[src/pva_pkg.sv]
// ----------------------------------------------------------------------------
// pva_pkg: shared types and constants of the polyphonic voice allocator
// Event kinds, the per-voice record, the store command and the sequencer
// states used by the allocator and its voice store.
// ----------------------------------------------------------------------------
`default_nettype none

package pva_pkg;

  // Default number of voices.
  localparam int VOICES_DEF = 16;

  // Field widths fixed by the event format.
  localparam int NOTE_W   = 7;
  localparam int VEL_W    = 7;
  localparam int TS_W     = 32;
  localparam int VIN_W    = 4;
  localparam int KIND_W   = 2;
  localparam int VOUT_W   = 4;

  // Stream widths: input word is note, velocity, timestamp, voice_in (50 bits
  // padded to 56); output word is the voice number padded to 8 bits.
  localparam int IN_TDATA_W  = 56;
  localparam int OUT_TDATA_W = 8;
  localparam int OUT_TUSER_W = 2;

  // Oldest-voice search starts from the largest timestamp.
  localparam logic [TS_W-1:0] TS_MAX = '1;

  // Event kinds.
  localparam logic [KIND_W-1:0] KIND_ON   = 2'd0;
  localparam logic [KIND_W-1:0] KIND_OFF  = 2'd1;
  localparam logic [KIND_W-1:0] KIND_FREE = 2'd2;

  // What is kept in memory for each voice.
  typedef struct packed {
    logic [NOTE_W-1:0] note;
    logic [TS_W-1:0]   ts;
    logic [VEL_W-1:0]  vel;
  } voice_rec_t;

  // Command to the voice store for one cycle.
  typedef struct packed {
    logic wr_rec;   // write note, time and velocity
    logic mk_play;  // mark busy and playing
    logic mk_rel;   // mark releasing
    logic mk_free;  // mark free and idle
  } store_op_t;

  // Sequencer states.
  typedef enum logic [2:0] {
    ST_IDLE,
    ST_AGE,
    ST_FIND,
    ST_LAST_RD,
    ST_SWAP,
    ST_WRITE,
    ST_OFF,
    ST_DONE
  } state_t;

endpackage

`default_nettype wire

[src/pva_store.sv]
// ----------------------------------------------------------------------------
// pva_store: per-voice state store
// Holds note, time and velocity of every voice in a synchronous memory with a
// registered read, and the busy and releasing flags in flip-flops.
// ----------------------------------------------------------------------------
`default_nettype none

module pva_store #(
  parameter int VOICES = pva_pkg::VOICES_DEF,
  localparam int VW = $clog2(VOICES)
) (
  input  wire logic               clk,
  input  wire logic               rst,
  input  wire pva_pkg::store_op_t op,
  input  wire logic [VW-1:0]      wr_idx,
  input  wire pva_pkg::voice_rec_t wr_rec,
  input  wire logic [VW-1:0]      rd_idx,
  output pva_pkg::voice_rec_t     rd_rec,
  output logic [VOICES-1:0]       busy,
  output logic [VOICES-1:0]       rel
);

  pva_pkg::voice_rec_t rec_mem [VOICES];

  // Record memory: one write port, one registered read port.
  always_ff @(posedge clk) begin
    if (op.wr_rec) begin
      rec_mem[wr_idx] <= wr_rec;
    end
    rd_rec <= rec_mem[rd_idx];
  end

  // Phase flags; a voice is playing when busy and not releasing.
  always_ff @(posedge clk) begin
    if (rst) begin
      busy <= '0;
      rel  <= '0;
    end else begin
      if (op.mk_play) begin
        busy[wr_idx] <= 1'b1;
        rel[wr_idx]  <= 1'b0;
      end
      if (op.mk_rel) begin
        rel[wr_idx] <= 1'b1;
      end
      if (op.mk_free) begin
        busy[wr_idx] <= 1'b0;
        rel[wr_idx]  <= 1'b0;
      end
    end
  end

endmodule

`default_nettype wire

[src/poly_voice_allocator_top.sv]
// ----------------------------------------------------------------------------
// poly_voice_allocator_top: polyphonic voice allocator, oldest-voice steal
// A note-on scans the voices for the first free one; if none is free it takes
// the oldest, walks the active list to remove it and then writes it. A
// note-off walks the active list; voice-finished walks it to remove the voice.
// One word is in work at a time; the voice scan and the list walk go one entry
// per cycle through the registered memory ports.
// Reset (synchronous): all voices free and idle, active list empty.
// ----------------------------------------------------------------------------
`default_nettype none

module poly_voice_allocator_top #(
  parameter int VOICES = pva_pkg::VOICES_DEF
) (
  input  wire logic                                clk,
  input  wire logic                                rst,
  input  wire logic                                s_tvalid,
  output logic                                     s_tready,
  // note [6:0], velocity [13:7], timestamp [45:14], voice_in [49:46]
  input  wire logic [pva_pkg::IN_TDATA_W-1:0]      s_tdata,
  // kind [1:0]
  input  wire logic [pva_pkg::KIND_W-1:0]          s_tuser,
  output logic                                     m_tvalid,
  input  wire logic                                m_tready,
  // voice [3:0]
  output logic [pva_pkg::OUT_TDATA_W-1:0]          m_tdata,
  // found [0], stolen [1]
  output logic [pva_pkg::OUT_TUSER_W-1:0]          m_tuser
);

  localparam int VW = $clog2(VOICES);
  localparam int CW = $clog2(VOICES + 1);
  // One bit above the wider of the two index widths, so VOICES itself fits.
  localparam int XW = ((VW > pva_pkg::VIN_W) ? VW : pva_pkg::VIN_W) + 1;

  // Input word fields.
  logic [pva_pkg::NOTE_W-1:0] s_note;
  logic [pva_pkg::VEL_W-1:0]  s_vel;
  logic [pva_pkg::TS_W-1:0]   s_ts;
  logic [pva_pkg::VIN_W-1:0]  s_vin;

  assign s_note = s_tdata[6:0];
  assign s_vel  = s_tdata[13:7];
  assign s_ts   = s_tdata[45:14];
  assign s_vin  = s_tdata[49:46];

  pva_pkg::state_t state, state_next;

  // Captured event.
  logic [pva_pkg::KIND_W-1:0] kind_q;
  logic [pva_pkg::NOTE_W-1:0] note_q;
  logic [pva_pkg::VEL_W-1:0]  vel_q;
  logic [pva_pkg::TS_W-1:0]   ts_q;

  // Scan control and pipeline.
  logic [CW-1:0]            count;
  logic [CW-1:0]            idx;
  logic                     a_vld;
  logic [VW-1:0]            a_idx;
  logic                     b_vld;
  logic [VW-1:0]            b_idx;
  logic [VW-1:0]            b_v;
  logic [pva_pkg::TS_W-1:0] best_t;
  logic [VW-1:0]            best;
  logic [VW-1:0]            pick;
  logic [VW-1:0]            pos;

  // Result.
  logic [VW-1:0] res_voice;
  logic          res_found;
  logic          stolen;

  // Active list memory.
  logic [VW-1:0] list_mem [VOICES];
  logic [VW-1:0] list_ra;
  logic [VW-1:0] list_rd;
  logic          list_we;
  logic [VW-1:0] list_wa;
  logic [VW-1:0] list_wd;

  // Voice store interface.
  pva_pkg::store_op_t  st_op;
  logic [VW-1:0]       st_widx;
  pva_pkg::voice_rec_t st_wrec;
  logic [VW-1:0]       st_ridx;
  pva_pkg::voice_rec_t rd_rec;
  logic [VOICES-1:0]   busy;
  logic [VOICES-1:0]   rel;

  // Decoded conditions.
  logic [XW-1:0] vin_x;
  logic          vin_ok;
  logic [VW-1:0] vin_t;
  logic          vin_busy;
  logic          age_free;
  logic          age_upd;
  logic          age_last;
  logic [VW-1:0] age_pick;
  logic          issue_age;
  logic          issue_list;
  logic          find_hit;
  logic          off_hit;
  logic          off_last;
  logic          out_free;

  pva_store #(.VOICES(VOICES)) u_store (
    .clk    (clk),
    .rst    (rst),
    .op     (st_op),
    .wr_idx (st_widx),
    .wr_rec (st_wrec),
    .rd_idx (st_ridx),
    .rd_rec (rd_rec),
    .busy   (busy),
    .rel    (rel)
  );

  // Active list memory with registered read.
  always_ff @(posedge clk) begin
    if (list_we) begin
      list_mem[list_wa] <= list_wd;
    end
    list_rd <= list_mem[list_ra];
  end

  // Conditions seen by the sequencer.
  always_comb begin
    vin_x      = XW'(s_vin);
    vin_ok     = vin_x < XW'(VOICES);
    vin_t      = VW'(vin_x);
    vin_busy   = vin_ok && busy[vin_t];
    age_free   = a_vld && !busy[a_idx];
    age_upd    = a_vld && (rd_rec.ts < best_t);
    age_last   = a_vld && (a_idx == VW'(VOICES - 1));
    age_pick   = age_upd ? a_idx : best;
    issue_age  = idx < CW'(VOICES);
    issue_list = idx < count;
    find_hit   = a_vld && (list_rd == pick);
    off_hit    = b_vld && (rd_rec.note == note_q) && busy[b_v] && !rel[b_v];
    off_last   = b_vld && (CW'(b_idx) == count - CW'(1));
    out_free   = !m_tvalid || m_tready;
  end

  // Next state.
  always_comb begin
    state_next = state;
    unique case (state)
      pva_pkg::ST_IDLE: begin
        if (s_tvalid) begin
          unique case (s_tuser)
            pva_pkg::KIND_ON:   state_next = pva_pkg::ST_AGE;
            pva_pkg::KIND_OFF:  state_next = (count == '0) ? pva_pkg::ST_DONE
                                                           : pva_pkg::ST_OFF;
            pva_pkg::KIND_FREE: state_next = vin_busy ? pva_pkg::ST_FIND
                                                      : pva_pkg::ST_DONE;
            default:            state_next = pva_pkg::ST_DONE;
          endcase
        end
      end
      pva_pkg::ST_AGE: begin
        if (age_free) begin
          state_next = pva_pkg::ST_WRITE;
        end else if (age_last) begin
          state_next = pva_pkg::ST_FIND;
        end
      end
      pva_pkg::ST_FIND: begin
        if (find_hit) begin
          state_next = pva_pkg::ST_LAST_RD;
        end else if (!a_vld && !issue_list) begin
          state_next = pva_pkg::ST_DONE;
        end
      end
      pva_pkg::ST_LAST_RD: state_next = pva_pkg::ST_SWAP;
      pva_pkg::ST_SWAP: begin
        state_next = (kind_q == pva_pkg::KIND_ON) ? pva_pkg::ST_WRITE
                                                  : pva_pkg::ST_DONE;
      end
      pva_pkg::ST_WRITE: state_next = pva_pkg::ST_DONE;
      pva_pkg::ST_OFF: begin
        if (off_hit || off_last) begin
          state_next = pva_pkg::ST_DONE;
        end
      end
      pva_pkg::ST_DONE: begin
        if (out_free) begin
          state_next = pva_pkg::ST_IDLE;
        end
      end
      default: state_next = pva_pkg::ST_IDLE;
    endcase
  end

  // Memory ports and store commands.
  always_comb begin
    s_tready = (state == pva_pkg::ST_IDLE);
    list_ra  = idx[VW-1:0];
    list_we  = 1'b0;
    list_wa  = pos;
    list_wd  = list_rd;
    st_op    = '0;
    st_widx  = pick;
    st_wrec  = '{note: note_q, ts: ts_q, vel: vel_q};
    st_ridx  = list_rd;
    unique case (state)
      pva_pkg::ST_AGE: begin
        st_ridx = idx[VW-1:0];
      end
      pva_pkg::ST_LAST_RD: begin
        list_ra = VW'(count - CW'(1));
      end
      pva_pkg::ST_SWAP: begin
        // The last entry fills the slot of the removed voice.
        list_we = 1'b1;
        if (kind_q != pva_pkg::KIND_ON) begin
          st_op.mk_free = 1'b1;
        end
      end
      pva_pkg::ST_WRITE: begin
        // Append the voice at the end of the list and load its record.
        list_we       = 1'b1;
        list_wa       = count[VW-1:0];
        list_wd       = pick;
        st_op.wr_rec  = 1'b1;
        st_op.mk_play = 1'b1;
      end
      pva_pkg::ST_OFF: begin
        st_widx = b_v;
        if (off_hit) begin
          st_op.mk_rel = 1'b1;
        end
      end
      default: begin
      end
    endcase
  end

  // Control registers.
  always_ff @(posedge clk) begin
    if (rst) begin
      state    <= pva_pkg::ST_IDLE;
      count    <= '0;
      idx      <= '0;
      a_vld    <= 1'b0;
      b_vld    <= 1'b0;
      m_tvalid <= 1'b0;
    end else begin
      state <= state_next;

      // Scan pipeline restarts on every state change.
      if (state_next != state) begin
        idx   <= '0;
        a_vld <= 1'b0;
        b_vld <= 1'b0;
      end else if (state == pva_pkg::ST_AGE) begin
        a_vld <= issue_age;
        if (issue_age) begin
          idx <= idx + CW'(1);
        end
      end else if (state == pva_pkg::ST_FIND || state == pva_pkg::ST_OFF) begin
        a_vld <= issue_list;
        b_vld <= a_vld;
        if (issue_list) begin
          idx <= idx + CW'(1);
        end
      end

      if (state == pva_pkg::ST_SWAP) begin
        count <= count - CW'(1);
      end else if (state == pva_pkg::ST_WRITE) begin
        count <= count + CW'(1);
      end

      if (state == pva_pkg::ST_DONE && out_free) begin
        m_tvalid <= 1'b1;
      end else if (m_tready) begin
        m_tvalid <= 1'b0;
      end
    end
  end

  // Payload registers.
  always_ff @(posedge clk) begin
    a_idx <= idx[VW-1:0];
    b_idx <= a_idx;
    b_v   <= list_rd;

    unique case (state)
      pva_pkg::ST_IDLE: begin
        if (s_tvalid) begin
          kind_q    <= s_tuser;
          note_q    <= s_note;
          vel_q     <= s_vel;
          ts_q      <= s_ts;
          pick      <= vin_t;
          best_t    <= pva_pkg::TS_MAX;
          best      <= '0;
          stolen    <= 1'b0;
          res_found <= 1'b0;
          res_voice <= '0;
        end
      end
      pva_pkg::ST_AGE: begin
        // First free voice wins; otherwise track the oldest busy voice.
        if (age_free) begin
          pick <= a_idx;
        end else begin
          if (age_upd) begin
            best_t <= rd_rec.ts;
            best   <= a_idx;
          end
          if (age_last) begin
            pick   <= age_pick;
            stolen <= 1'b1;
          end
        end
      end
      pva_pkg::ST_FIND: begin
        if (find_hit) begin
          pos <= a_idx;
        end
      end
      pva_pkg::ST_SWAP: begin
        if (kind_q != pva_pkg::KIND_ON) begin
          res_voice <= pick;
          res_found <= 1'b1;
        end
      end
      pva_pkg::ST_WRITE: begin
        res_voice <= pick;
        res_found <= 1'b1;
      end
      pva_pkg::ST_OFF: begin
        if (off_hit) begin
          res_voice <= b_v;
          res_found <= 1'b1;
        end
      end
      pva_pkg::ST_DONE: begin
        if (out_free) begin
          m_tdata <= {(pva_pkg::OUT_TDATA_W - pva_pkg::VOUT_W)'(0),
                      pva_pkg::VOUT_W'(res_voice)};
          m_tuser <= {stolen, res_found};
        end
      end
      default: begin
      end
    endcase
  end

endmodule

`default_nettype wire

[config.mk]
export PLATFORM = sky130hd
export DESIGN_NAME = poly_voice_allocator_top
export DESIGN_NICKNAME = d
export VERILOG_FILES = /design/src/pva_pkg.sv /design/src/pva_store.sv /design/src/poly_voice_allocator_top.sv
export SDC_FILE = /design/constraint.sdc
export NUM_CORES = 1
export LEC_CHECK = 0
export ABC_AREA = 1
export BUFFER_PORTS_ARGS = -buffer_cell sky130_fd_sc_hd__buf_2
export CAP_MARGIN = 20
export CORE_MARGIN = 1.5
export CORE_UTILIZATION = 35
export DETAILED_ROUTE_END_ITERATION = 12
export GPL_ROUTABILITY_DRIVEN = 0
export GPL_TIMING_DRIVEN = 1
export PLACE_DENSITY_LB_ADDON = 0.12
export SYNTH_ARGS = -nofsm -noshare
export SYNTH_HDL_FRONTEND = slang
export SYNTH_HIERARCHICAL = 1
export SYNTH_SLANG_ARGS = --single-unit
[constraint.sdc]
create_clock -name clk -period 5.79 [get_ports clk]
set_input_delay 0.579 -clock clk [delete_from_list [all_inputs] [get_ports clk]]
set_output_delay 0.579 -clock clk [all_outputs]
set_load 0.01 [all_outputs]
==> flow_summary_export.csv <==
group,metric,value,unit
timing,max_freq,0.248,GHz
worst_setup_path,r2r-end,"u_store/rec_mem[1][13]",
cells_and_area,stdcell_area,43500,um^2
synth,syn_area,38400,um^2
power_and_ir_drop,combPwrFrac,30.8,%
route,wl_per_cell,18.7,um
global_routing,grt_max_degree,162,
synth,postSynthCellCount,3715,
cells_and_area,nets,3843,
power_and_ir_drop,powerDensity,500,nW/um^2
power_and_ir_drop,p_int,13700,uW
timing,fin_worst_skew,28.2,ps
route,ant_nets,0,
global_routing,grt_overflow,0,
timing,relSlewSlack,24.8,%
power_and_ir_drop,max-vdd-ir-drop,446,uV
clocking,clkLatencyLatePin,670,ps
die,dieArea,112000,um^2
worst_setup_path,crit_path_start_kind,"flip-flop",
clocking,clk_path_buf_depth,3,
timing,finalHoldViolCount,0,
worst_setup_path,end_kind,"flip-flop",
timing,setup_viol,0,
place,port_buffers,56,
clocking,clk_pin_slew,60,ps
synth,syn_avg_cell_area,10.3,um^2
worst_hold_path,hold_path_class,"in2reg",
clocking,cts_tree,"done",
worst_hold_path,min_to,"ts_q[20]",
die,num_io_pins,74,
place,dpl_cell_area,40000,um^2
route,drtPass1Iterations,5,
die,start_util,35.3,%
route,drt_wl_total,98.3,mm
timing,final.min_clock_period,4030,ps
timing,drv_slew,0,
worst_setup_path,crit_path_top_delay_cell,"nor2_1",
timing,period_share,69.7,%
worst_setup_path,r2r_start,"state[2]",
global_routing,grt_pass1_wl,149,mm
clocking,cts-resized-gates,0,
cells_and_area,syn2layout_area_growth,13.2,%
worst_setup_path,worstPathCellList,"inv_2 -> nor2_4 -> nand2_1 -> o21ai_0 -> inv_1 -> nor2_1 -> nand2_1 -> nor2_4 -> buf_4",
clocking,htreeDepth,3,
power_and_ir_drop,seqPwrFrac,39.1,%
die,fp.coreArea,109000,um^2
worst_setup_path,crit_required,6090,ps
power_and_ir_drop,p_sw,8010,uW
route,viasPerCell,4.72,
clocking,numCtsBuffers,104,
power_and_ir_drop,clockPowerShare,30.0,%
route,dr.first_iter.drc_count,1503,
cells_and_area,layout-drive-gt1-share,9.17,%
worst_setup_path,crit_arrival,4340,ps
worst_setup_path,path_class,"reg2reg",
worst_setup_path,cp_num_buf_inv,3,
route,remaining_drc_errors,0,
worst_hold_path,min_from,"s_tdata[34]",
worst_setup_path,crit_fanout,20,
synth,synth_warnings,6,
worst_setup_path,max_stage_delay,710,ps
global_routing,first_global_vias,23600,
global_routing,antenna_found_initial,1,
die,dieHeight,334,um
cells_and_area,fill_cells,10500,
job,cap_violations,0,
die,row_count,121,
outcome,status,"complete, no violations",
place,dp_hpwl,52.5,mm
clocking,cts_hold_buf,0,
timing,rsz0062_at_grt,"no",
clocking,cts.root.buffer_cell,"clkbuf_16",
die,die_x,334,um
power_and_ir_drop,swShare,36.9,%
worst_setup_path,r2r_slack,1760,ps
timing,tightest_slew,1130,ps
global_routing,track_usage,17.6,%
power_and_ir_drop,p_leak,0.0177,uW
worst_hold_path,min_path_cells,1,
route,vias,24700,
timing,tns,0,ps
clocking,cts_sinks,888,
worst_setup_path,cpLargestDelayFamily,"simple AND/OR/NAND/NOR gates",
worst_setup_path,r2r_cells,9,
clocking,cts_setup_buffers,0,
==> registers in the layout, indices dropped and copies added, names as in the netlist, 5 cells and up <==
register / flops
list_mem: 64
u_store/rel: 16
idx: 5
note_q: 7
count: 5
u_store/rd_rec: 39
u_store/rec_mem: 624
ts_q: 32
best_t: 32
u_store/busy: 16
==> per-stage QoR <==
step	setup WS (ps)	instances	total power (uW)	utilization (%)	hold WS, ps
2_1_floorplan	683	3718	13400	-	355
3_3_place_gp	1710	5048	15500	36.7	365
3_5_place_dp	1790	5049	15500	36.8	363
4_1_cts	1750	5241	22100	39.9	26.1
5_1_grt	1510	5242	23100	39.9	40.4
6_report	1760	5243	21700	39.9	80.0
==> power by group through the flow <==
stage	clock network, uW	registers [uW]	logic (uW)
final	6530	8510	6700
after global routing	6950	8610	7560
after global placement	0	8660	6810
after floorplan	0	8380	5000
after detailed placement	0	8660	6790
after CTS	6710	8530	6820
==> layout make-up <==
type / count / area [um^2] / area share [%]
flip-flops and latches: 888 / 25600 / 59.0
well taps: 1414 / 1770 / 4.07
repair buffers: 107 / 776 / 1.78
inverters: 629 / 2380 / 5.48
clock buffers: 142 / 2910 / 6.69
clock inverters: 50 / 512 / 1.18
multi-input cells: 2012 / 9480 / 21.8
diodes: 1 / 2.50 / 0.00576
==> how the worst max path moves through the flow <==
stage,startpoint,to,depth (start not counted)
floorplan,state[1],best_t[0],8
detailed placement,state[2],u_store/rec_mem[10][29],9
CTS,state[2],u_store/rec_mem[10][28],9
global route,state[2],u_store/rec_mem[7][44],9
finish,state[2],u_store/rec_mem[1][13],9
global placement,state[2],u_store/rec_mem[4][40],9
==> routing by layer <==
metal / part of all wire, % / vias to the layer above / GRT usage, %
met5: 0 / - / 0
met4: 2.1 / 0 / 4.37
met3: 3.7 / 134 / 2.45
met2: 46 / 453 / 28.4
met1: 48 / 11900 / 25.0
li1: - / 12200 / -
==> placed cells by master (no fill, tap or decap), types with 6 or more instances in the layout <==
master	instances
clkbuf_16	107
a21oi_1	64
bufinv_16	9
o221ai_1	13
nand3_1	565
o21ai_0	96
nand2_1	976
inv_2	6
nand3b_1	12
nand4_1	12
clkinv_1	14
clkbuf_8	10
buf_4	42
dfxtp_1	103
clkbuf_1	25
nand2_2	7
nor2_1	109
nor2_4	18
edfxtp_1	785
buf_2	56
or2_2	36
clkinv_2	19
inv_1	617
xor2_1	8
o211ai_1	9
ha_1	39
buf_12	9
Power figures use the tool's default switching activity.
